<file path="src/rtl/core/lsas_pkg.sv">
// Shared types and constants for the LED strip animation sequencer.
// No dependencies; every module of the block imports this package.
package lsas_pkg;

   localparam int LED_CNT_W  = 7;
   localparam int PERIOD_W   = 9;
   localparam int INDEX_W    = 6;
   localparam int COUNT_W    = 8;
   localparam int CSR_IDX_W  = 3;
   localparam int CSR_DATA_W = 9;

   // Restoring divider: dividend holds led_count * entered_count
   localparam int DIVIDEND_W = 14;
   localparam int DIVISOR_W  = 8;
   localparam int STEP_W     = $clog2(DIVIDEND_W);

   localparam int FIFO_DEPTH = 2;
   localparam int FIFO_PTR_W = $clog2(FIFO_DEPTH);
   localparam int FIFO_CNT_W = $clog2(FIFO_DEPTH + 1);

   localparam logic [PERIOD_W-1:0]  ELAPSED_MAX       = 9'd511;
   localparam logic [LED_CNT_W-1:0] RESET_LED_COUNT   = 7'd32;
   localparam logic [PERIOD_W-1:0]  RESET_GROW_PERIOD  = 9'd30;
   localparam logic [PERIOD_W-1:0]  RESET_CHASE_PERIOD = 9'd40;
   localparam logic [PERIOD_W-1:0]  RESET_BLINK_PERIOD = 9'd400;

   localparam logic [CSR_IDX_W-1:0] CSR_LED_COUNT    = 3'd0;
   localparam logic [CSR_IDX_W-1:0] CSR_GROW_PERIOD  = 3'd1;
   localparam logic [CSR_IDX_W-1:0] CSR_CHASE_PERIOD = 3'd2;
   localparam logic [CSR_IDX_W-1:0] CSR_BLINK_PERIOD = 3'd3;

   typedef enum logic [2:0] {
      ACT_TICK     = 3'd0,
      ACT_PROGRESS = 3'd1,
      ACT_GREEN    = 3'd2,
      ACT_BLINK    = 3'd3,
      ACT_CHASE    = 3'd4,
      ACT_OFF      = 3'd5
   } action_type;

   typedef enum logic [2:0] {
      MODE_OFF      = 3'd0,
      MODE_PROGRESS = 3'd1,
      MODE_GREEN    = 3'd2,
      MODE_BLINK    = 3'd3,
      MODE_CHASE    = 3'd4
   } mode_type;

   typedef enum logic [1:0] {
      COL_BLACK = 2'd0,
      COL_BLUE  = 2'd1,
      COL_GREEN = 2'd2,
      COL_RED   = 2'd3
   } colour_type;

   typedef enum logic [1:0] {
      FS_IDLE   = 2'd0,
      FS_DIVIDE = 2'd1,
      FS_PUSH   = 2'd2
   } front_state_type;

   typedef struct packed {
      logic [LED_CNT_W-1:0] led_count;
      logic [PERIOD_W-1:0]  grow_period;
      logic [PERIOD_W-1:0]  chase_period;
      logic [PERIOD_W-1:0]  blink_period;
   } cfg_type;

   // One frame to draw: LEDs [lo, hi) get colour on, the rest black
   typedef struct packed {
      logic [LED_CNT_W-1:0] n;
      logic [LED_CNT_W-1:0] lo;
      logic [LED_CNT_W-1:0] hi;
      colour_type           on;
   } frame_type;

   typedef struct packed {
      logic                  start;
      logic [DIVIDEND_W-1:0] dividend;
      logic [DIVISOR_W-1:0]  divisor;
   } div_req_type;

   typedef struct packed {
      logic                  done;
      logic [DIVIDEND_W-1:0] quotient;
      logic [DIVISOR_W-1:0]  remainder;
   } div_rsp_type;

endpackage

</file>
<file path="src/rtl/core/lsas_div.sv">
// Restoring divider, one quotient bit per cycle, shared by progress and chase.
// Depends on lsas_pkg.
module lsas_div import lsas_pkg::*; (
   input  logic        clock,
   input  logic        reset,
   input  div_req_type div_req,
   output div_rsp_type div_rsp
);

   logic [DIVIDEND_W-1:0] quo_ff, quo_in;
   logic [DIVISOR_W-1:0]  rem_ff, rem_in;
   logic [DIVISOR_W-1:0]  dsr_ff, dsr_in;
   logic [STEP_W-1:0]     cnt_ff, cnt_in;
   logic                  busy_ff, busy_in;
   logic                  done_ff, done_in;
   logic [DIVISOR_W:0]    rem_shift;
   logic [DIVISOR_W:0]    rem_diff;
   logic                  fits;

   assign rem_shift = {rem_ff, quo_ff[DIVIDEND_W-1]};
   assign rem_diff  = rem_shift - {1'b0, dsr_ff};
   assign fits      = rem_shift >= {1'b0, dsr_ff};

   always_comb begin
      quo_in  = quo_ff;
      rem_in  = rem_ff;
      dsr_in  = dsr_ff;
      cnt_in  = cnt_ff;
      busy_in = busy_ff;
      done_in = 1'b0;
      if (busy_ff) begin
         quo_in = {quo_ff[DIVIDEND_W-2:0], fits};
         rem_in = fits ? rem_diff[DIVISOR_W-1:0] : rem_shift[DIVISOR_W-1:0];
         cnt_in = cnt_ff + 1'b1;
         if (cnt_ff == STEP_W'(DIVIDEND_W - 1)) begin
            busy_in = 1'b0;
            done_in = 1'b1;
         end
      end else if (div_req.start) begin
         quo_in  = div_req.dividend;
         rem_in  = '0;
         dsr_in  = div_req.divisor;
         cnt_in  = '0;
         busy_in = 1'b1;
      end
   end

   always_ff @(posedge clock) begin
      if (reset) begin
         busy_ff <= 1'b0;
         done_ff <= 1'b0;
         cnt_ff  <= '0;
      end else begin
         busy_ff <= busy_in;
         done_ff <= done_in;
         cnt_ff  <= cnt_in;
      end
   end

   always_ff @(posedge clock) begin
      quo_ff <= quo_in;
      rem_ff <= rem_in;
      dsr_ff <= dsr_in;
   end

   assign div_rsp.done      = done_ff;
   assign div_rsp.quotient  = quo_ff;
   assign div_rsp.remainder = rem_ff;

endmodule

</file>
<file path="src/rtl/core/lsas_front.sv">
// Front end: accepts items, keeps animation state and timers, issues frames.
// Depends on lsas_pkg and the divider lsas_div.
module lsas_front import lsas_pkg::*; #(
   parameter int MAX_LEDS = 64
) (
   input  logic               clock,
   input  logic               reset,
   input  cfg_type            cfg,
   input  logic               req_valid,
   output logic               req_ready,
   input  logic [2:0]         req_action,
   input  logic [COUNT_W-1:0] req_entered_count,
   input  logic [COUNT_W-1:0] req_total_count,
   output logic               push,
   output frame_type          push_frame,
   input  logic               fifo_full
);

   front_state_type      state_ff, state_in;
   mode_type             mode_ff, mode_in;
   logic [LED_CNT_W-1:0] position_ff, position_in;
   logic [COUNT_W-1:0]   done_ff, done_in;
   logic [COUNT_W-1:0]   goal_ff, goal_in;
   logic                 lit_ff, lit_in;
   logic [PERIOD_W-1:0]  elapsed_ff, elapsed_in;
   frame_type            frame_ff, frame_in;

   div_req_type          div_req;
   div_rsp_type          div_rsp;

   logic                  accept;
   logic                  go_push;
   logic                  go_divide;
   logic [LED_CNT_W-1:0]  n;
   logic [PERIOD_W-1:0]   elapsed_inc;
   logic [DIVIDEND_W-1:0] product;
   logic [LED_CNT_W-1:0]  grow_lit;
   logic [LED_CNT_W-1:0]  chase_p;
   logic [LED_CNT_W-1:0]  chase_next;
   logic [LED_CNT_W-1:0]  prog_lit;

   lsas_div u_div (
      .clock   (clock),
      .reset   (reset),
      .div_req (div_req),
      .div_rsp (div_rsp)
   );

   assign accept = req_valid && req_ready;

   always_comb begin
      if (cfg.led_count == '0) begin
         n = LED_CNT_W'(1);
      end else if (cfg.led_count > LED_CNT_W'(MAX_LEDS)) begin
         n = LED_CNT_W'(MAX_LEDS);
      end else begin
         n = cfg.led_count;
      end
   end

   assign elapsed_inc = (elapsed_ff == ELAPSED_MAX) ? ELAPSED_MAX : elapsed_ff + 1'b1;
   assign product     = DIVIDEND_W'(n) * DIVIDEND_W'(done_ff);
   assign grow_lit    = (position_ff >= n) ? n : position_ff + 1'b1;
   assign chase_p     = div_rsp.remainder[LED_CNT_W-1:0];
   assign chase_next  = (chase_p + 1'b1 == frame_ff.n) ? '0 : chase_p + 1'b1;
   assign prog_lit    = (div_rsp.quotient >= DIVIDEND_W'(frame_ff.n)) ?
                        frame_ff.n : div_rsp.quotient[LED_CNT_W-1:0];

   // Datapath and classification
   always_comb begin
      mode_in     = mode_ff;
      position_in = position_ff;
      done_in     = done_ff;
      goal_in     = goal_ff;
      lit_in      = lit_ff;
      elapsed_in  = elapsed_ff;
      frame_in    = frame_ff;
      go_push     = 1'b0;
      go_divide   = 1'b0;
      div_req     = '{start: 1'b0, dividend: product, divisor: goal_ff};
      case (state_ff)
         FS_IDLE: begin
            if (accept) begin
               frame_in = '{n: n, lo: '0, hi: '0, on: COL_BLACK};
               case (req_action)
                  ACT_PROGRESS: begin
                     mode_in = MODE_PROGRESS;
                     done_in = req_entered_count;
                     goal_in = (req_total_count == '0) ? COUNT_W'(1) : req_total_count;
                  end
                  ACT_GREEN: begin
                     mode_in     = MODE_GREEN;
                     position_in = '0;
                     elapsed_in  = ELAPSED_MAX;
                  end
                  ACT_BLINK: begin
                     mode_in    = MODE_BLINK;
                     lit_in     = 1'b0;
                     elapsed_in = ELAPSED_MAX;
                  end
                  ACT_CHASE: begin
                     mode_in     = MODE_CHASE;
                     position_in = '0;
                     elapsed_in  = ELAPSED_MAX;
                  end
                  ACT_OFF: begin
                     mode_in = MODE_OFF;
                     go_push = 1'b1;
                  end
                  ACT_TICK: begin
                     elapsed_in = elapsed_inc;
                     case (mode_ff)
                        MODE_PROGRESS: begin
                           div_req.start = 1'b1;
                           go_divide     = 1'b1;
                        end
                        MODE_GREEN: begin
                           if (elapsed_inc >= cfg.grow_period) begin
                              elapsed_in  = '0;
                              frame_in.hi = grow_lit;
                              frame_in.on = COL_GREEN;
                              go_push     = 1'b1;
                              if (position_ff < n) begin
                                 position_in = position_ff + 1'b1;
                              end else begin
                                 mode_in = MODE_OFF;
                              end
                           end
                        end
                        MODE_BLINK: begin
                           if (elapsed_inc >= cfg.blink_period) begin
                              elapsed_in  = '0;
                              lit_in      = !lit_ff;
                              frame_in.hi = n;
                              frame_in.on = lit_ff ? COL_BLACK : COL_RED;
                              go_push     = 1'b1;
                           end
                        end
                        MODE_CHASE: begin
                           if (elapsed_inc >= cfg.chase_period) begin
                              elapsed_in       = '0;
                              div_req.start    = 1'b1;
                              div_req.dividend = DIVIDEND_W'(position_ff);
                              div_req.divisor  = DIVISOR_W'(n);
                              go_divide        = 1'b1;
                           end
                        end
                        default: begin
                        end
                     endcase
                  end
                  default: begin
                  end
               endcase
            end
         end
         FS_DIVIDE: begin
            if (div_rsp.done) begin
               if (mode_ff == MODE_PROGRESS) begin
                  frame_in.lo = '0;
                  frame_in.hi = prog_lit;
                  frame_in.on = COL_BLUE;
               end else begin
                  frame_in.lo = chase_p;
                  frame_in.hi = chase_p + 1'b1;
                  frame_in.on = COL_RED;
                  position_in = chase_next;
               end
            end
         end
         default: begin
         end
      endcase
   end

   // Next state
   always_comb begin
      state_in = state_ff;
      case (state_ff)
         FS_IDLE: begin
            if (go_divide) begin
               state_in = FS_DIVIDE;
            end else if (go_push) begin
               state_in = FS_PUSH;
            end
         end
         FS_DIVIDE: begin
            if (div_rsp.done) begin
               state_in = FS_PUSH;
            end
         end
         FS_PUSH: begin
            if (!fifo_full) begin
               state_in = FS_IDLE;
            end
         end
         default: begin
            state_in = FS_IDLE;
         end
      endcase
   end

   // Outputs
   always_comb begin
      req_ready  = (state_ff == FS_IDLE);
      push       = (state_ff == FS_PUSH) && !fifo_full;
      push_frame = frame_ff;
   end

   always_ff @(posedge clock) begin
      if (reset) begin
         state_ff    <= FS_IDLE;
         mode_ff     <= MODE_OFF;
         position_ff <= '0;
         done_ff     <= '0;
         goal_ff     <= COUNT_W'(1);
         lit_ff      <= 1'b0;
         elapsed_ff  <= ELAPSED_MAX;
      end else begin
         state_ff    <= state_in;
         mode_ff     <= mode_in;
         position_ff <= position_in;
         done_ff     <= done_in;
         goal_ff     <= goal_in;
         lit_ff      <= lit_in;
         elapsed_ff  <= elapsed_in;
      end
   end

   always_ff @(posedge clock) begin
      frame_ff <= frame_in;
   end

endmodule

</file>
<file path="src/rtl/core/lsas_fifo.sv">
// Short frame queue between the front end and the frame streamer.
// Depends on lsas_pkg.
module lsas_fifo import lsas_pkg::*; (
   input  logic      clock,
   input  logic      reset,
   input  logic      push,
   input  frame_type push_frame,
   output logic      full,
   input  logic      pop,
   output frame_type pop_frame,
   output logic      empty
);

   frame_type             mem_ff [FIFO_DEPTH];
   logic [FIFO_PTR_W-1:0] wr_ptr_ff, wr_ptr_in;
   logic [FIFO_PTR_W-1:0] rd_ptr_ff, rd_ptr_in;
   logic [FIFO_CNT_W-1:0] cnt_ff, cnt_in;
   logic                  do_push;
   logic                  do_pop;

   assign full    = (cnt_ff == FIFO_CNT_W'(FIFO_DEPTH));
   assign empty   = (cnt_ff == '0);
   assign do_push = push && !full;
   assign do_pop  = pop && !empty;

   always_comb begin
      wr_ptr_in = wr_ptr_ff;
      rd_ptr_in = rd_ptr_ff;
      cnt_in    = cnt_ff;
      if (do_push) begin
         wr_ptr_in = (wr_ptr_ff == FIFO_PTR_W'(FIFO_DEPTH - 1)) ? '0 : wr_ptr_ff + 1'b1;
      end
      if (do_pop) begin
         rd_ptr_in = (rd_ptr_ff == FIFO_PTR_W'(FIFO_DEPTH - 1)) ? '0 : rd_ptr_ff + 1'b1;
      end
      if (do_push && !do_pop) begin
         cnt_in = cnt_ff + 1'b1;
      end else if (do_pop && !do_push) begin
         cnt_in = cnt_ff - 1'b1;
      end
   end

   always_ff @(posedge clock) begin
      if (reset) begin
         wr_ptr_ff <= '0;
         rd_ptr_ff <= '0;
         cnt_ff    <= '0;
      end else begin
         wr_ptr_ff <= wr_ptr_in;
         rd_ptr_ff <= rd_ptr_in;
         cnt_ff    <= cnt_in;
      end
   end

   always_ff @(posedge clock) begin
      if (do_push) begin
         mem_ff[wr_ptr_ff] <= push_frame;
      end
   end

   assign pop_frame = mem_ff[rd_ptr_ff];

endmodule

</file>
<file path="src/rtl/core/lsas_back.sv">
// Frame streamer: pops a frame and sends one item per LED through an output register.
// Depends on lsas_pkg.
module lsas_back import lsas_pkg::*; (
   input  logic               clock,
   input  logic               reset,
   output logic               pop,
   input  frame_type          pop_frame,
   input  logic               empty,
   output logic               rsp_valid,
   input  logic               rsp_ready,
   output logic [INDEX_W-1:0] rsp_led_index,
   output logic [1:0]         rsp_colour,
   output logic               rsp_last_led
);

   logic               active_ff, active_in;
   frame_type          cur_ff, cur_in;
   logic [INDEX_W-1:0] idx_ff, idx_in;
   logic               valid_ff, valid_in;
   logic [INDEX_W-1:0] out_idx_ff, out_idx_in;
   colour_type         out_col_ff, out_col_in;
   logic               out_last_ff, out_last_in;
   logic               slot_free;
   logic               lit;
   logic               last;

   assign slot_free = !valid_ff || rsp_ready;
   assign lit  = (LED_CNT_W'(idx_ff) >= cur_ff.lo) && (LED_CNT_W'(idx_ff) < cur_ff.hi);
   assign last = (LED_CNT_W'(idx_ff) == cur_ff.n - 1'b1);
   assign pop  = !active_ff && !empty;

   always_comb begin
      active_in   = active_ff;
      cur_in      = cur_ff;
      idx_in      = idx_ff;
      valid_in    = valid_ff;
      out_idx_in  = out_idx_ff;
      out_col_in  = out_col_ff;
      out_last_in = out_last_ff;
      if (rsp_ready) begin
         valid_in = 1'b0;
      end
      if (pop) begin
         active_in = 1'b1;
         cur_in    = pop_frame;
         idx_in    = '0;
      end else if (active_ff && slot_free) begin
         // advance one LED into the output register
         valid_in    = 1'b1;
         out_idx_in  = idx_ff;
         out_col_in  = lit ? cur_ff.on : COL_BLACK;
         out_last_in = last;
         idx_in      = idx_ff + 1'b1;
         if (last) begin
            active_in = 1'b0;
         end
      end
   end

   always_ff @(posedge clock) begin
      if (reset) begin
         active_ff <= 1'b0;
         valid_ff  <= 1'b0;
      end else begin
         active_ff <= active_in;
         valid_ff  <= valid_in;
      end
   end

   always_ff @(posedge clock) begin
      cur_ff      <= cur_in;
      idx_ff      <= idx_in;
      out_idx_ff  <= out_idx_in;
      out_col_ff  <= out_col_in;
      out_last_ff <= out_last_in;
   end

   assign rsp_valid     = valid_ff;
   assign rsp_led_index = out_idx_ff;
   assign rsp_colour    = out_col_ff;
   assign rsp_last_led  = out_last_ff;

endmodule

</file>
<file path="src/rtl/core/led_strip_animation_sequencer.sv">
// LED strip animation sequencer. Each item is a mode command or a one-millisecond
// tick; a drawing event produces a whole frame, one rsp item per LED from LED 0, the
// last flagged by rsp_last_led. Commands other than off leave the front end idle. A
// drawing event goes through the push state, after the divide state when a progress
// bar or chase position goes through the shared restoring divider (one quotient bit
// per cycle); the push state waits while the queue is full. The streamer then sends
// one LED per cycle while rsp_ready is held high; a two-frame queue lets the front
// end take the next item while a frame is streaming.
// Configuration (csr_index 0 led_count, 1 grow_period, 2 chase_period, 3 blink_period)
// is always ready and is meant to be written while the block is idle.
module led_strip_animation_sequencer import lsas_pkg::*; #(
   parameter int MAX_LEDS = 64
) (
   input  logic                  clock,
   input  logic                  reset,
   input  logic                  csr_valid,
   output logic                  csr_ready,
   input  logic [CSR_IDX_W-1:0]  csr_index,
   input  logic [CSR_DATA_W-1:0] csr_data,
   input  logic                  req_valid,
   output logic                  req_ready,
   input  logic [2:0]            req_action,
   input  logic [COUNT_W-1:0]    req_entered_count,
   input  logic [COUNT_W-1:0]    req_total_count,
   output logic                  rsp_valid,
   input  logic                  rsp_ready,
   output logic [INDEX_W-1:0]    rsp_led_index,
   output logic [1:0]            rsp_colour,
   output logic                  rsp_last_led
);

   cfg_type   cfg_ff, cfg_in;
   logic      push;
   frame_type push_frame;
   logic      fifo_full;
   logic      pop;
   frame_type pop_frame;
   logic      fifo_empty;

   assign csr_ready = 1'b1;

   always_comb begin
      cfg_in = cfg_ff;
      if (csr_valid && csr_ready) begin
         case (csr_index)
            CSR_LED_COUNT:    cfg_in.led_count    = csr_data[LED_CNT_W-1:0];
            CSR_GROW_PERIOD:  cfg_in.grow_period  = csr_data[PERIOD_W-1:0];
            CSR_CHASE_PERIOD: cfg_in.chase_period = csr_data[PERIOD_W-1:0];
            CSR_BLINK_PERIOD: cfg_in.blink_period = csr_data[PERIOD_W-1:0];
            default: begin
            end
         endcase
      end
   end

   always_ff @(posedge clock) begin
      if (reset) begin
         cfg_ff <= '{led_count:    RESET_LED_COUNT,
                     grow_period:  RESET_GROW_PERIOD,
                     chase_period: RESET_CHASE_PERIOD,
                     blink_period: RESET_BLINK_PERIOD};
      end else begin
         cfg_ff <= cfg_in;
      end
   end

   lsas_front #(
      .MAX_LEDS (MAX_LEDS)
   ) u_front (
      .clock             (clock),
      .reset             (reset),
      .cfg               (cfg_ff),
      .req_valid         (req_valid),
      .req_ready         (req_ready),
      .req_action        (req_action),
      .req_entered_count (req_entered_count),
      .req_total_count   (req_total_count),
      .push              (push),
      .push_frame        (push_frame),
      .fifo_full         (fifo_full)
   );

   lsas_fifo u_fifo (
      .clock      (clock),
      .reset      (reset),
      .push       (push),
      .push_frame (push_frame),
      .full       (fifo_full),
      .pop        (pop),
      .pop_frame  (pop_frame),
      .empty      (fifo_empty)
   );

   lsas_back u_back (
      .clock         (clock),
      .reset         (reset),
      .pop           (pop),
      .pop_frame     (pop_frame),
      .empty         (fifo_empty),
      .rsp_valid     (rsp_valid),
      .rsp_ready     (rsp_ready),
      .rsp_led_index (rsp_led_index),
      .rsp_colour    (rsp_colour),
      .rsp_last_led  (rsp_last_led)
   );

endmodule

</file>
<file path="config.mk">
export PLATFORM = sky130hd
export DESIGN_NAME = led_strip_animation_sequencer
export DESIGN_NICKNAME = d
export VERILOG_FILES = /design/src/rtl/core/lsas_pkg.sv /design/src/rtl/core/lsas_div.sv /design/src/rtl/core/lsas_front.sv /design/src/rtl/core/lsas_fifo.sv /design/src/rtl/core/lsas_back.sv /design/src/rtl/core/led_strip_animation_sequencer.sv
export SDC_FILE = /design/constraint.sdc
export NUM_CORES = 1
export LEC_CHECK = 0
export BUFFER_PORTS_ARGS = -buffer_cell sky130_fd_sc_hd__buf_2
export CORE_MARGIN = 4
export CORE_UTILIZATION = 55
export CTS_BUF_LIST = sky130_fd_sc_hd__clkbuf_4 sky130_fd_sc_hd__clkbuf_8 sky130_fd_sc_hd__clkbuf_16
export DETAILED_ROUTE_END_ITERATION = 7
export PLACE_DENSITY = 0.72
export SYNTH_ARGS = -nofsm -noshare
export SYNTH_HDL_FRONTEND = slang
export SYNTH_SLANG_ARGS = --single-unit
</file>
<file path="constraint.sdc">
create_clock -name clock -period 6.3 [get_ports clock]
set_input_delay 0.63 -clock clock [delete_from_list [all_inputs] [get_ports clock]]
set_output_delay 0.63 -clock clock [all_outputs]
set_load 0.005 [all_outputs]
</file>
After elaboration in Yosys (flattened, before gate mapping)

Memory sizes are Yosys's and may differ from the RTL's. A register that Yosys moved wholly into a read port is not among the register bits.
Cells that the tools add are included.

Bits in registers: 152
Bits in latches: 0
RAM bits: 46
ROM bits: 0
Input port bits: 36
Output and inout bits: 12
Logic and storage cells: 218
Memories: 1

Memory list:

| name          | depth | bits a word | read ports | clocked after memory_dff | wr ports | line            | text |
|---|---|---|---|---|---|---|---|
| u_fifo.mem_ff | 2     | 23          | 1          | 1                        | 1        | lsas_fifo.sv:14 | `frame_type mem_ff [FIFO_DEPTH];` |

$add $sub $neg: 11
Multipliers: 1
Div/mod/pow operators: 0
$lt $le $gt $ge: 10
Equality and inequality tests: 33
Shifts and indexed selects: 0
Multiplexer cells: 81
Bitwise operators: 2
Reductions and logical operators: 49

Operators by type and width:

| operator            | number |
|---|---|
| $mux 23             | 4 |
| $mux 7              | 11 |
| $mux 9              | 7 |
| $mux 16             | 3 |
| $pmux 9 s2          | 2 |
| $mux 8              | 4 |
| $pmux 16 s2         | 1 |
| $mux 14             | 2 |
| $pmux 7 s2          | 2 |
| $ge 9x9->1          | 3 |
| $pmux 9 s3          | 1 |
| $mux 1              | 24 |
| $mux 22             | 1 |
| $eq 3x2->1 const B  | 6 |
| $pmux 3 s6          | 1 |
| $reduce_and 2->1    | 8 |
| $ne 3x3->1 const B  | 5 |
| $add 7x1->7 const B | 2 |
| $ge 14x7->1         | 1 |
| $mul 7x8->14        | 1 |
| $mux 2              | 7 |
| $ne 2x2->1 const B  | 7 |
| $reduce_bool 2->1   | 7 |
| $reduce_and 3->1    | 4 |
| other kinds (41)    | 73 |

Longest topological paths before layout

Gate-level depths: netlist of run 1.

Word-level depth: 11
Depth in mapped cells: 19
Depth with buffers taken out: 19

Cells and area by module

Synthesis of run 1 repeated with hierarchy kept, for this count alone.

Cell total of the unflattened synthesis: 1,270
Area, all modules: 13,131.3 sq um

By module, submodules not included:

| module                        | times used | cells an instance | area an instance (sq um) |
|---|---|---|---|
| lsas_front                    | 1          | 747               | 6,173.4 |
| lsas_fifo                     | 1          | 96                | 1,868.0 |
| lsas_div                      | 1          | 151               | 1,855.5 |
| lsas_back                     | 1          | 140               | 1,816.7 |
| led_strip_animation_sequencer | 1          | 136               | 1,417.6 |

Worst setup path after synthesis of run 1

Ideal clock, no wire load.

Path kind: register -> register
From: reg cfg_ff[33] (netlist bit)
To: reg u_front.u_div.quo_ff[13], data pin
Setup time: 0.262 ns
Arrival time: 4.225 ns
Data required time: 6.038 ns
Path slack: 1.813 ns
Cell stages (with the launch flop): 18
Path through: dfxtp_1 inv_1 nand2_1 clkinv_1 and2_1 fa_1 fa_1 fa_1 inv_1 fa_1 inv_1 ha_1 o21ai_0 o21bai_1 a41oi_1 a21oi_1 xnor2_1 o21ai_0

Word-level cells in the longest chain between the ends: 11
Elaborated cells on any way between the ends: 12
Classes of those cells: mul (1); order compare (1); mux (9); reduce/logical (1)

Ends and longest elaborated chain:

| element                      | line                                | text |
|---|---|---|
| start: declaration           | led_strip_animation_sequencer.sv:32 | `cfg_type cfg_ff, cfg_in;` |
| start signal: assignment     | led_strip_animation_sequencer.sv:58 | `cfg_ff <= '{led_count: RESET_LED_COUNT,` |
| start signal: assignment     | led_strip_animation_sequencer.sv:63 | `cfg_ff <= cfg_in;` |
| $gt 7x7->1                   | lsas_front.sv:54                    | `end else if (cfg.led_count > LED_CNT_W'(MAX_LEDS)) begin` |
| $mux 7                       | lsas_front.sv:54                    |  |
| $mux 7 *                     | lsas_front.sv:52                    | `if (cfg.led_count == '0) begin` |
| net u_front.n[2]             | lsas_front.sv:34                    | `logic [LED_CNT_W-1:0] n;` |
| $mul 7x8->14 *               | lsas_front.sv:62                    | `assign product = DIVIDEND_W'(n) * DIVIDEND_W'(done_ff);` |
| $mux 23                      | lsas_front.sv:140                   | `if (elapsed_inc >= cfg.chase_period) begin` |
| $mux 22                      | lsas_front.sv:112                   | `case (mode_ff)` |
| $mux 23                      | lsas_front.sv:85                    | `case (req_action)` |
| $mux 23                      | lsas_front.sv:83                    | `if (accept) begin` |
| $mux 23 *                    | lsas_front.sv:81                    | `case (state_ff)` |
| $mux 14 *                    | lsas_div.sv:39                      | `end else if (div_req.start) begin` |
| $mux 14 *                    | lsas_div.sv:31                      | `if (busy_ff) begin` |
| net u_front.u_div.quo_in[13] | lsas_div.sv:10                      | `logic [DIVIDEND_W-1:0] quo_ff, quo_in;` |
| end signal: assignment       | lsas_div.sv:61                      | `quo_ff <= quo_in;` |
| end: declaration             | lsas_div.sv:10                      |  |

The timed path passes the listed nets; every way through them passes the cells marked *. The select of a mux whose other input is x is not followed.
A chain may end at the register's enable or synchronous reset.

Final worst setup path of run 1

Ends and elaborated chain as after synthesis.

==> impl_metrics.csv, run 1 <==
group,metric,value,unit
worst_setup_path,cp_slowest_stage_delay,0.59,ns
cts,cts.sinks,221,
synthesis,synth.yosys.seq_area_share,44.5,%
worst_setup_path,start_kind,"flip-flop",
cts,cts-resized-gates,0,
cts,post-cts-setup-buffer-count,0,
synthesis,netlist_area,12900,um^2
job,drv_cap,0,
synthesis,synth.distinct_cells,73,
worst_setup_path,timing.rr.start,"cfg_ff[33]",
cts,cts_tree,"done",
min_path,hold_class,"input pin to flip-flop",
route,viasPerCell,5.71,
timing,fmax,0.187,GHz
final_layout,fin_util,62.0,%
cts,hold_buffers,0,
synthesis,synth-seq-cells,221,
final_layout,fin_nets,1462,
worst_setup_path,crit_family,"adder cells",
worst_setup_path,cpMaxStageDelayCell,"dfxtp_1",
worst_setup_path,endpoint,"u_front.u_div.quo_ff[13]",
worst_setup_path,path_buf_inv,4,
floorplan,fp.coreArea,22800,um^2
timing,relSlewSlack,21.9,%
place,dpl_cell_area,13400,um^2
worst_setup_path,cp-startpoint,"cfg_ff[33]",
worst_setup_path,cp_cell_sequence,"inv_1 -> nand2_1 -> clkinv_1 -> and2_1 -> fa_1 -> fa_1 -> fa_1 -> inv_1 -> fa_1 -> inv_1 -> ha_1 -> nor4_1 -> o21ai_0 -> a41oi_1 -> a21oi_1 -> xnor2_1 -> o21ai_0",
floorplan,dieArea,26000,um^2
worst_setup_path,crit_path_max_fanout,15,
power,p_sw,0.950,mW
worst_setup_path,reg2reg_to,"u_front.u_div.quo_ff[13]",
final_layout,fillCellCount,1912,
timing,rsz0062_at_grt,"no",
power,combinationalPowerShare,14.1,%
timing,hold_violations,0,
floorplan,fp.dieW,161,um
timing,worst_slew_pin_slew,1.17,ns
synthesis,synth_cells,1265,
worst_setup_path,reg2reg_depth,17,
worst_setup_path,critPathCaptureType,"flip-flop",
route,drt_iter0_drc,780,
power,pwr-share-clk,37.7,%
synthesis,syn_nets,1429,
global_routing,antenna_found_initial,0,
power,p_sw_share,26.1,%
place,dp_hpwl,20600,um
synthesis,ys.flop_type,"edfxtp_1",
power,internal_power,2.70,mW
power,power.density,257,nW/um^2
global_routing,grt_pass1_wl,46400,um
synthesis,synth_edf_count,131,
route,via_count,9300,
worst_setup_path,worstPathRequired,6.57,ns
final_layout,design_area,14200,um^2
cts,clockBufferDepth,3,
synthesis,async_reset_ff_share,0,%
route,post_drt_wl_per_cell,17.0,um
global_routing,grt_pass1_vias,9177,
worst_setup_path,cp.arrival,5.63,ns
cts,clk_latency,0.52,ns
worst_setup_path,crit_type,"flip-flop to flip-flop",
place,place.port_buffers,46,
final_layout,n_antenna_cell,0,
route,dr.pass1.iters,5,
power,pwr-share-seq,48.2,%
final_layout,drive_above_1_share,11.4,%
power,peakVddDrop,0.000176,V
cts,htree_levels,1,
cts,clockRootBuffer,"clkbuf_16",
timing,timing.final.crit_share,85.1,%
status,status,"finished clean",
floorplan,die_height,161,um
route,finalWirelength,27700,um
route,drcViolationCount,0,
worst_setup_path,crit_cells,17,
timing,maxSlewViolCount,0,
final_layout,area_growth,9.82,%
synthesis,synth.avg_cell_area,10.2,um^2
synthesis,yosys_warnings,0,
cts,clk_pin_slew_worst_paths,0.06,ns
timing,final.setup.tns,0,ns
global_routing,grt.overflow.total,0,
route,final_antenna_net_count,0,
floorplan,io_pins,48,
global_routing,grt.total_usage,21.5,%
timing,period_minus_slack,5.36,ns
power,p_leak,5.74,nW
place,gp_congestion,0.968,
timing,fin_skew,0.0133,ns
cts,numCtsBuffers,24,
floorplan,start_util,56.5,%
floorplan,rows,55,
global_routing,grt_start_max_net_pins,59,
worst_setup_path,r2r_setup_slack,0.94,ns
timing,setup_violations,0,
worst_setup_path,cpMostUsedCell,"fa_1",
[kinds of logic (layout without fill, tap and decap cells)]
| family | Yosys count | count (layout) | synth area share, % |
|---|---|---|---|
| adders and majority gates | 128 | 128 | 14.1 |
| other | 1 | 1 | 0.0291 |
| muxes | 61 | 61 | 5.17 |
| xor gates and xnor gates | 52 | 52 | 3.53 |
| DFF | 221 | 221 | 44.5 |
| and+or+nand+nor | 419 | 419 | 16.2 |
| buffers and inverters | 145 | 196 | 4.46 |
| AOI/OAI and AO/OA | 238 | 238 | 12.1 |
[flip-flops by register name, indices dropped and copies added, names as in the netlist, 8 cells and up]
register,cells
u_front.elapsed_ff,9
u_back.cur_ff,23
cfg_ff,34
u_front.u_div.dsr_ff,8
u_front.goal_ff,8
u_front.u_div.quo_ff,14
u_front.push_frame,23
u_front.u_div.rem_ff,8
u_fifo.mem_ff,46
u_front.done_ff,8
[power groups by stage]
stage          logic (mW)  clock network (mW)  registers, mW
3_3_place_gp        0.501                   0           1.79
2_1_floorplan       0.408                   0           1.74
6_report            0.515                1.37           1.76
4_1_cts             0.519                1.40           1.76
3_5_place_dp        0.515                   0           1.79
5_1_grt             0.588                1.47           1.77
[worst min path at each step]
stage / start / to / cells past startpoint
after CTS: req_entered_count[7] / u_front.done_ff[7] / 3
after detailed placement: u_front.push_frame[14] / u_fifo.mem_ff[1][14] / 0
after global routing: req_entered_count[7] / u_front.done_ff[7] / 3
after global placement: u_front.push_frame[6] / u_fifo.mem_ff[0][6] / 0
after floorplan: u_front.push_frame[0] / u_fifo.mem_ff[0][0] / 0
final: req_entered_count[7] / u_front.done_ff[7] / 3
[area by class of cell]
| type | instances | area [um^2] | area share [%] |
|---|---|---|---|
| multi-input combinational | 899 | 6600 | 46.6 |
| clock inverter | 11 | 101 | 0.715 |
| tap | 313 | 392 | 2.76 |
| inverter | 100 | 375 | 2.65 |
| sequential | 221 | 5740 | 40.5 |
| timing repair buffer | 52 | 275 | 1.94 |
| clock buffer | 33 | 687 | 4.85 |
[worst reg2reg max path, stage by stage (launching register included)]
cell	delay [ns]
dfxtp_1	0.59
inv_1	0.21
nand2_1	0.16
clkinv_1	0.26
and2_1	0.28
fa_1	0.52
fa_1	0.45
fa_1	0.55
inv_1	0.06
fa_1	0.53
inv_1	0.04
ha_1	0.24
nor4_1	0.29
o21ai_0	0.19
a41oi_1	0.33
a21oi_1	0.12
xnor2_1	0.18
o21ai_0	0.09
[per-layer routing]
metal  track usage (%)  vias to the layer above  routed length (um)
li1                  -                     4572                   -
met4              7.25                        0                 951
met5                 0                        -                   0
met1              29.4                     4383               12100
met3              2.65                       70                1460
met2              35.8                      275               13200
[per-stage QoR]
step	std cells	power, mW	hold WS [ns]	setup WS (ns)
after global placement	1585	2.29	0.424	1.23
after detailed placement	1585	2.30	0.431	0.993
after floorplan	1265	2.15	0.421	1.81
after global routing	1629	3.83	0.350	0.544
after CTS	1629	3.68	0.331	0.972
final	1629	3.64	0.344	0.938
[cell usage in the layout, fill, tap and decap left out, types with 6 or more instances in the layout]
master,count
buf_4,6
clkbuf_16,24
and3_1,11
nand3_1,32
a21oi_1,79
o21ai_0,45
buf_2,46
nor3b_1,6
mux2i_1,28
a211oi_1,17
edfxtp_1,131
clkinv_2,6
mux2_2,31
clkbuf_4,6
xor2_1,26
a221oi_1,7
o22a_1,10
nand4_1,13
and2_1,48
fa_1,29
nand3b_1,6
nor2b_1,16
inv_1,97
a21o_1,10
ha_1,99
nor4_1,6
xnor2_1,26
o211ai_1,20
nor3_1,13
nor2_1,79
nand2_1,146
dfxtp_1,90
o31ai_1,8
nand2b_1,15
[cell usage after synthesis, types with 28 or more instances]
cell type | count | area, um^2
clkbuf_1 | 36 | 135
edfxtp_1 | 131 | 3930
mux2i_1 | 28 | 280
a21oi_1 | 79 | 395
fa_1 | 29 | 581
ha_1 | 99 | 1240
mux2_2 | 31 | 349
and2_1 | 48 | 300
o21ai_0 | 46 | 230
nor2_1 | 79 | 297
nand3_1 | 32 | 160
nand2_1 | 146 | 548
dfxtp_1 | 90 | 1800
inv_1 | 97 | 364
Power figures use the tool's default switching activity.
==> inputs of run 2 (changes only) <==
Settings changed: RECOVER_POWER from default to 50.
==> run 2 against run 1 <==
The flow now finishes with violations (capacitance limit, slew limit); sequential power is essentially flat; register-to-register slack is essentially flat; critical path depth is the same; global-route usage is the same; non-clock buffer count is the same; worst hold slack lost 0.00051 ns; total power is essentially flat; combinational power is essentially flat; largest cell class unchanged.
==> impl_metrics.csv, run 2 (same netlist as run 1, synthesis figures left out) <==
group,metric,value,unit
timing,maxSlewViolCount,59,
final_layout,largestRegisters,"u_fifo.mem_ff x46, cfg_ff x34",
timing,rsz0062_at_grt,"no",
cts,cts-resized-gates,0,
route,via_count,9288,
final_layout,final_common_cell,"nand2_1",
global_routing,grt_start_max_net_pins,59,
route,dr.pass1.iters,5,
worst_setup_path,cp_cell_sequence,"inv_1 -> nand2_1 -> clkinv_1 -> and2_1 -> fa_1 -> fa_1 -> fa_1 -> inv_1 -> fa_1 -> inv_1 -> ha_1 -> nor4_1 -> o21ai_0 -> a41oi_1 -> a21oi_1 -> xnor2_1 -> o21ai_0",
timing,holdWs,0.344,ns
cts,clockRootBuffer,"clkbuf_16",
route,viasPerCell,5.70,
route,drcViolationCount,0,
floorplan,rows,55,
worst_setup_path,worstPathRequired,6.57,ns
worst_setup_path,cp.arrival,5.63,ns
final_layout,final_cell_mix,"nand2_1 (146), edfxtp_1 (131), ha_1 (99)",
worst_setup_path,cp_slowest_stage_delay,0.60,ns
place,place.port_buffers,46,
worst_setup_path,crit_path_max_fanout,15,
cts,htree_levels,1,
final_layout,n_antenna_cell,0,
power,p_leak,5.73,nW
worst_setup_path,critPathCaptureType,"flip-flop",
floorplan,fp.coreArea,22800,um^2
final_layout,area_growth,9.73,%
worst_setup_path,start_kind,"flip-flop",
status,violations,"capacitance limit, slew limit",
timing,setup_violations,0,
worst_setup_path,crit_type,"flip-flop to flip-flop",
global_routing,grt.total_usage,21.5,%
cts,cts_tree,"done",
final_layout,regMostFlops,"u_fifo.mem_ff",
floorplan,start_util,56.5,%
worst_setup_path,cpMaxStageDelayCell,"dfxtp_1",
worst_setup_path,cpMostUsedCell,"fa_1",
global_routing,antenna_found_initial,0,
cts,cts.sinks,221,
global_routing,grt_pass1_wl,46400,um
timing,relSlewSlack,-81.3,%
global_routing,grt.overflow.total,0,
cts,clk_latency,0.52,ns
final_layout,largest_reg_flops,46,
final_layout,drive_above_1_share,10.9,%
timing,fin_skew,0.0138,ns
timing,period_minus_slack,5.36,ns
place,gp_congestion,0.968,
final_layout,fin_nets,1462,
floorplan,die_height,161,um
timing,hold_violations,0,
power,peakVddDrop,0.000176,V
cts,clockBufferDepth,3,
route,final_antenna_net_count,0,
floorplan,io_pins,48,
place,dp_hpwl,20600,um
status,status,"finished with violations",
global_routing,grt_pass1_vias,9177,
cts,numCtsBuffers,24,
floorplan,fp.dieW,161,um
timing,worst_slew_pin_slew,2.72,ns
timing,timing.final.crit_share,85.0,%
floorplan,dieArea,26000,um^2
min_path,hold_class,"input pin to flip-flop",
cts,post-cts-setup-buffer-count,0,
timing,final.setup.tns,0,ns
power,power.density,258,nW/um^2
cts,clk_pin_slew_worst_paths,0.06,ns
route,post_drt_wl_per_cell,17.0,um
route,drt_iter0_drc,787,
cts,hold_buffers,0,
route,finalWirelength,27700,um
job,drv_cap,1,
timing,fmax,0.187,GHz
==> run 2: path summary, 6_finish.rpt <==
| path | from | end | slack, ns | cells after the start |
|---|---|---|---|---|
| worst min register to register | u_front.push_frame[14] | u_fifo.mem_ff[1][14] | 0.45 | 0 |
| worst max-delay path | cfg_ff[33] | u_front.u_div.quo_ff[13] | 0.94 | 17 |
| worst min-delay path | req_entered_count[7] | u_front.done_ff[7] | 0.34 | 3 |
| worst max register to register | cfg_ff[33] | u_front.u_div.quo_ff[13] | 0.94 | 17 |
==> run 2: metal layers <==
| layer | up-vias | global-route usage [%] | wire (um) |
|---|---|---|---|
| met1 | 4378 | 29.4 | 12200 |
| met5 | - | 0 | 0 |
| li1 | 4571 | - | - |
| met3 | 63 | 2.65 | 1490 |
| met2 | 276 | 35.8 | 13100 |
| met4 | 0 | 7.25 | 929 |
==> run 2: power by group <==
group / leakage [nW] / internal [mW] / total [mW] / switching [mW]
logic: 3.38 / 0.216 / 0.514 / 0.297
clock network: 0.398 / 0.811 / 1.38 / 0.565
registers: 1.95 / 1.67 / 1.76 / 0.0898
total: 5.73 / 2.70 / 3.65 / 0.952
==> run 2: final cells by class <==
class | instances | area (um^2)
Fill cell | 1917 | 8690
Multi-Input combinational cell | 899 | 6600
Sequential cell | 221 | 5740
Clock buffer | 33 | 687
Tap cell | 313 | 392
Inverter | 100 | 375
Timing Repair Buffer | 52 | 264
Clock inverter | 11 | 101
==> run 2: per-stage QoR <==
step	power [mW]	instances	area (um^2)	utilization, %	worst slack, ns
4_1_cts	3.68	1629	14200	62.0	0.972
3_5_place_dp	2.30	1585	13400	58.6	0.993
2_1_floorplan	2.15	1265	12900	-	1.81
6_report	3.65	1629	14200	62.0	0.942
3_3_place_gp	2.29	1585	13400	58.6	1.23
5_1_grt	3.83	1629	14200	62.0	0.544
==> run 2: critical path, delay by kind of cell (launching register included) <==
family / cells / cell delay (ns)
simple gates: 3 / 0.73
flops: 1 / 0.60
xor+xnor: 1 / 0.18
fa+ha+maj: 5 / 2.29
compound gates: 4 / 0.73
buf+inv: 4 / 0.56
==> inputs of run 3 (changes only) <==
Settings changed: CORE_UTILIZATION 55 to 60, PLACE_DENSITY 0.72 to 0.78.
Clock period 6.3 ns to 6.07 ns, I/O delays scaled along.
==> run 3 against run 2 <==
The run still ends with capacitance limit, slew limit left; utilization rose by 5.3 points; largest power group unchanged; clock power grew 12%; via count is 1.3% higher; maximum frequency shrank 0.52%; critical endpoint unchanged; critical path depth did not move.
==> impl_metrics.csv, run 3 (same netlist as run 1, synthesis figures left out) <==
group,metric,value,unit
global_routing,grt.overflow.total,0,
floorplan,io_pins,48,
final_layout,largest_reg_flops,46,
min_path,hold_class,"input pin to flip-flop",
cts,cts-resized-gates,0,
worst_setup_path,critPathCaptureType,"flip-flop",
cts,hold_buffers,0,
global_routing,antenna_found_initial,0,
power,p_leak,5.75,nW
power,peakVddDrop,0.000220,V
floorplan,die_height,155,um
route,dr.pass1.iters,7,
cts,cts_tree,"done",
timing,worst_slew_pin_slew,2.73,ns
place,dp_cells,1547,
floorplan,fp.dieW,155,um
global_routing,grt_pass1_vias,9400,
min_path,holdPathStages,3,
final_layout,largestRegisters,"u_fifo.mem_ff x46, cfg_ff x34",
floorplan,rows,53,
final_layout,area_growth,9.87,%
timing,hold_violations,0,
final_layout,regMostFlops,"u_fifo.mem_ff",
route,drt_iter0_drc,713,
timing,fmax,0.186,GHz
worst_setup_path,cp_slowest_stage_delay,0.60,ns
timing,fin_skew,0.0170,ns
status,status,"finished with violations",
floorplan,start_util,61.2,%
final_layout,fin_nets,1462,
timing,final.setup.tns,0,ns
worst_setup_path,cpMaxStageDelayCell,"dfxtp_1",
worst_setup_path,start_kind,"flip-flop",
cts,clockBufferDepth,3,
floorplan,fp.coreArea,21100,um^2
global_routing,grt.total_usage,24.3,%
timing,maxSlewViolCount,59,
worst_setup_path,crit_family,"adder cells",
cts,clockRootBuffer,"clkbuf_16",
timing,period_minus_slack,5.39,ns
floorplan,dieArea,23900,um^2
worst_setup_path,cp_cell_sequence,"inv_1 -> nand2_1 -> clkinv_1 -> and2_1 -> fa_1 -> fa_1 -> fa_1 -> inv_1 -> fa_1 -> inv_1 -> ha_1 -> o21ai_0 -> o21bai_1 -> a41oi_1 -> a21oi_1 -> xnor2_1 -> o21ai_0",
cts,numCtsBuffers,24,
timing,setup_violations,0,
worst_setup_path,cpMostUsedCell,"fa_1",
cts,cts.sinks,221,
min_path,hp-start,"req_entered_count[0]",
power,power.density,276,nW/um^2
worst_setup_path,crit_cells,17,
cts,clk_latency,0.52,ns
worst_setup_path,crit_path_max_fanout,15,
timing,rsz0062_at_grt,"no",
place,dp_hpwl,21000,um
worst_setup_path,crit_type,"flip-flop to flip-flop",
worst_setup_path,path_buf_inv,4,
global_routing,grt_pass1_wl,47700,um
final_layout,final_cell_mix,"nand2_1 (146), edfxtp_1 (131), ha_1 (99)",
final_layout,finalNonFillerCells,1591,
route,via_count,9409,
cts,htree_levels,1,
status,violations,"capacitance limit, slew limit",
route,viasPerCell,5.91,
timing,relSlewSlack,-82.1,%
final_layout,final_common_cell,"nand2_1",
final_layout,n_antenna_cell,0,
route,drcViolationCount,0,
job,drv_cap,1,
worst_setup_path,timing.rr.start,"cfg_ff[33]",
final_layout,drive_above_1_share,10.9,%
route,final_antenna_net_count,0,
cts,post-cts-setup-buffer-count,0,
cts,clk_pin_slew_worst_paths,0.06,ns
place,place.port_buffers,46,
place,gp_congestion,0.938,
worst_setup_path,worstPathRequired,6.33,ns
route,post_drt_wl_per_cell,18.0,um
worst_setup_path,cp-startpoint,"cfg_ff[33]",
route,finalWirelength,28700,um
global_routing,grt_start_max_net_pins,59,
worst_setup_path,reg2reg_depth,17,
timing,timing.final.crit_share,88.7,%
worst_setup_path,cp.arrival,5.64,ns
-- run 3: final timing paths --
check	end	slack (ns)
max	u_front.u_div.quo_ff[13]	0.68
min	u_front.done_ff[0]	0.32
max reg2reg	u_front.u_div.quo_ff[13]	0.68
min reg2reg	u_fifo.mem_ff[0][5]	0.45
-- run 3: per-layer routing --
metal	vias up	share of wire [%]	GRT usage, %
met3	63	5.7	3.16
met4	0	3.0	7.61
met2	313	50	42.1
li1	4561	-	-
met5	-	0	0
met1	4472	42	31.7
-- run 3: cell type report --
type / count / area, um^2
Inverter: 100 / 375
Tap cell: 275 / 344
Clock inverter: 10 / 148
Sequential cell: 221 / 5740
Multi-Input combinational cell: 899 / 6600
Fill cell: 1657 / 6910
Timing Repair Buffer: 52 / 264
Clock buffer: 34 / 707
-- run 3: stage by stage --
stage	utilization, %	power, mW	area [um^2]	hold slack, ns	worst slack (ns)
detailed placement	63.2	2.39	13300	0.434	0.726
CTS	67.3	3.93	14200	0.322	0.722
global route	67.2	4.06	14200	0.329	0.285
global placement	63.2	2.37	13300	0.422	0.998
floorplan	-	2.23	12900	0.421	1.58
finish	67.2	3.91	14200	0.324	0.685
-- run 3: report_power, final --
part | switching [mW] | internal [mW]
logic | 0.315 | 0.224
registers | 0.0968 | 1.73
clock network | 0.594 | 0.944
total | 1.01 | 2.90
-- run 3: tightest hold or removal path: cells and delay by family --
family,cells,cell delay [ns]
simple gates,1,0.05
buf+inv,1,0.09
compound gates,1,0.05
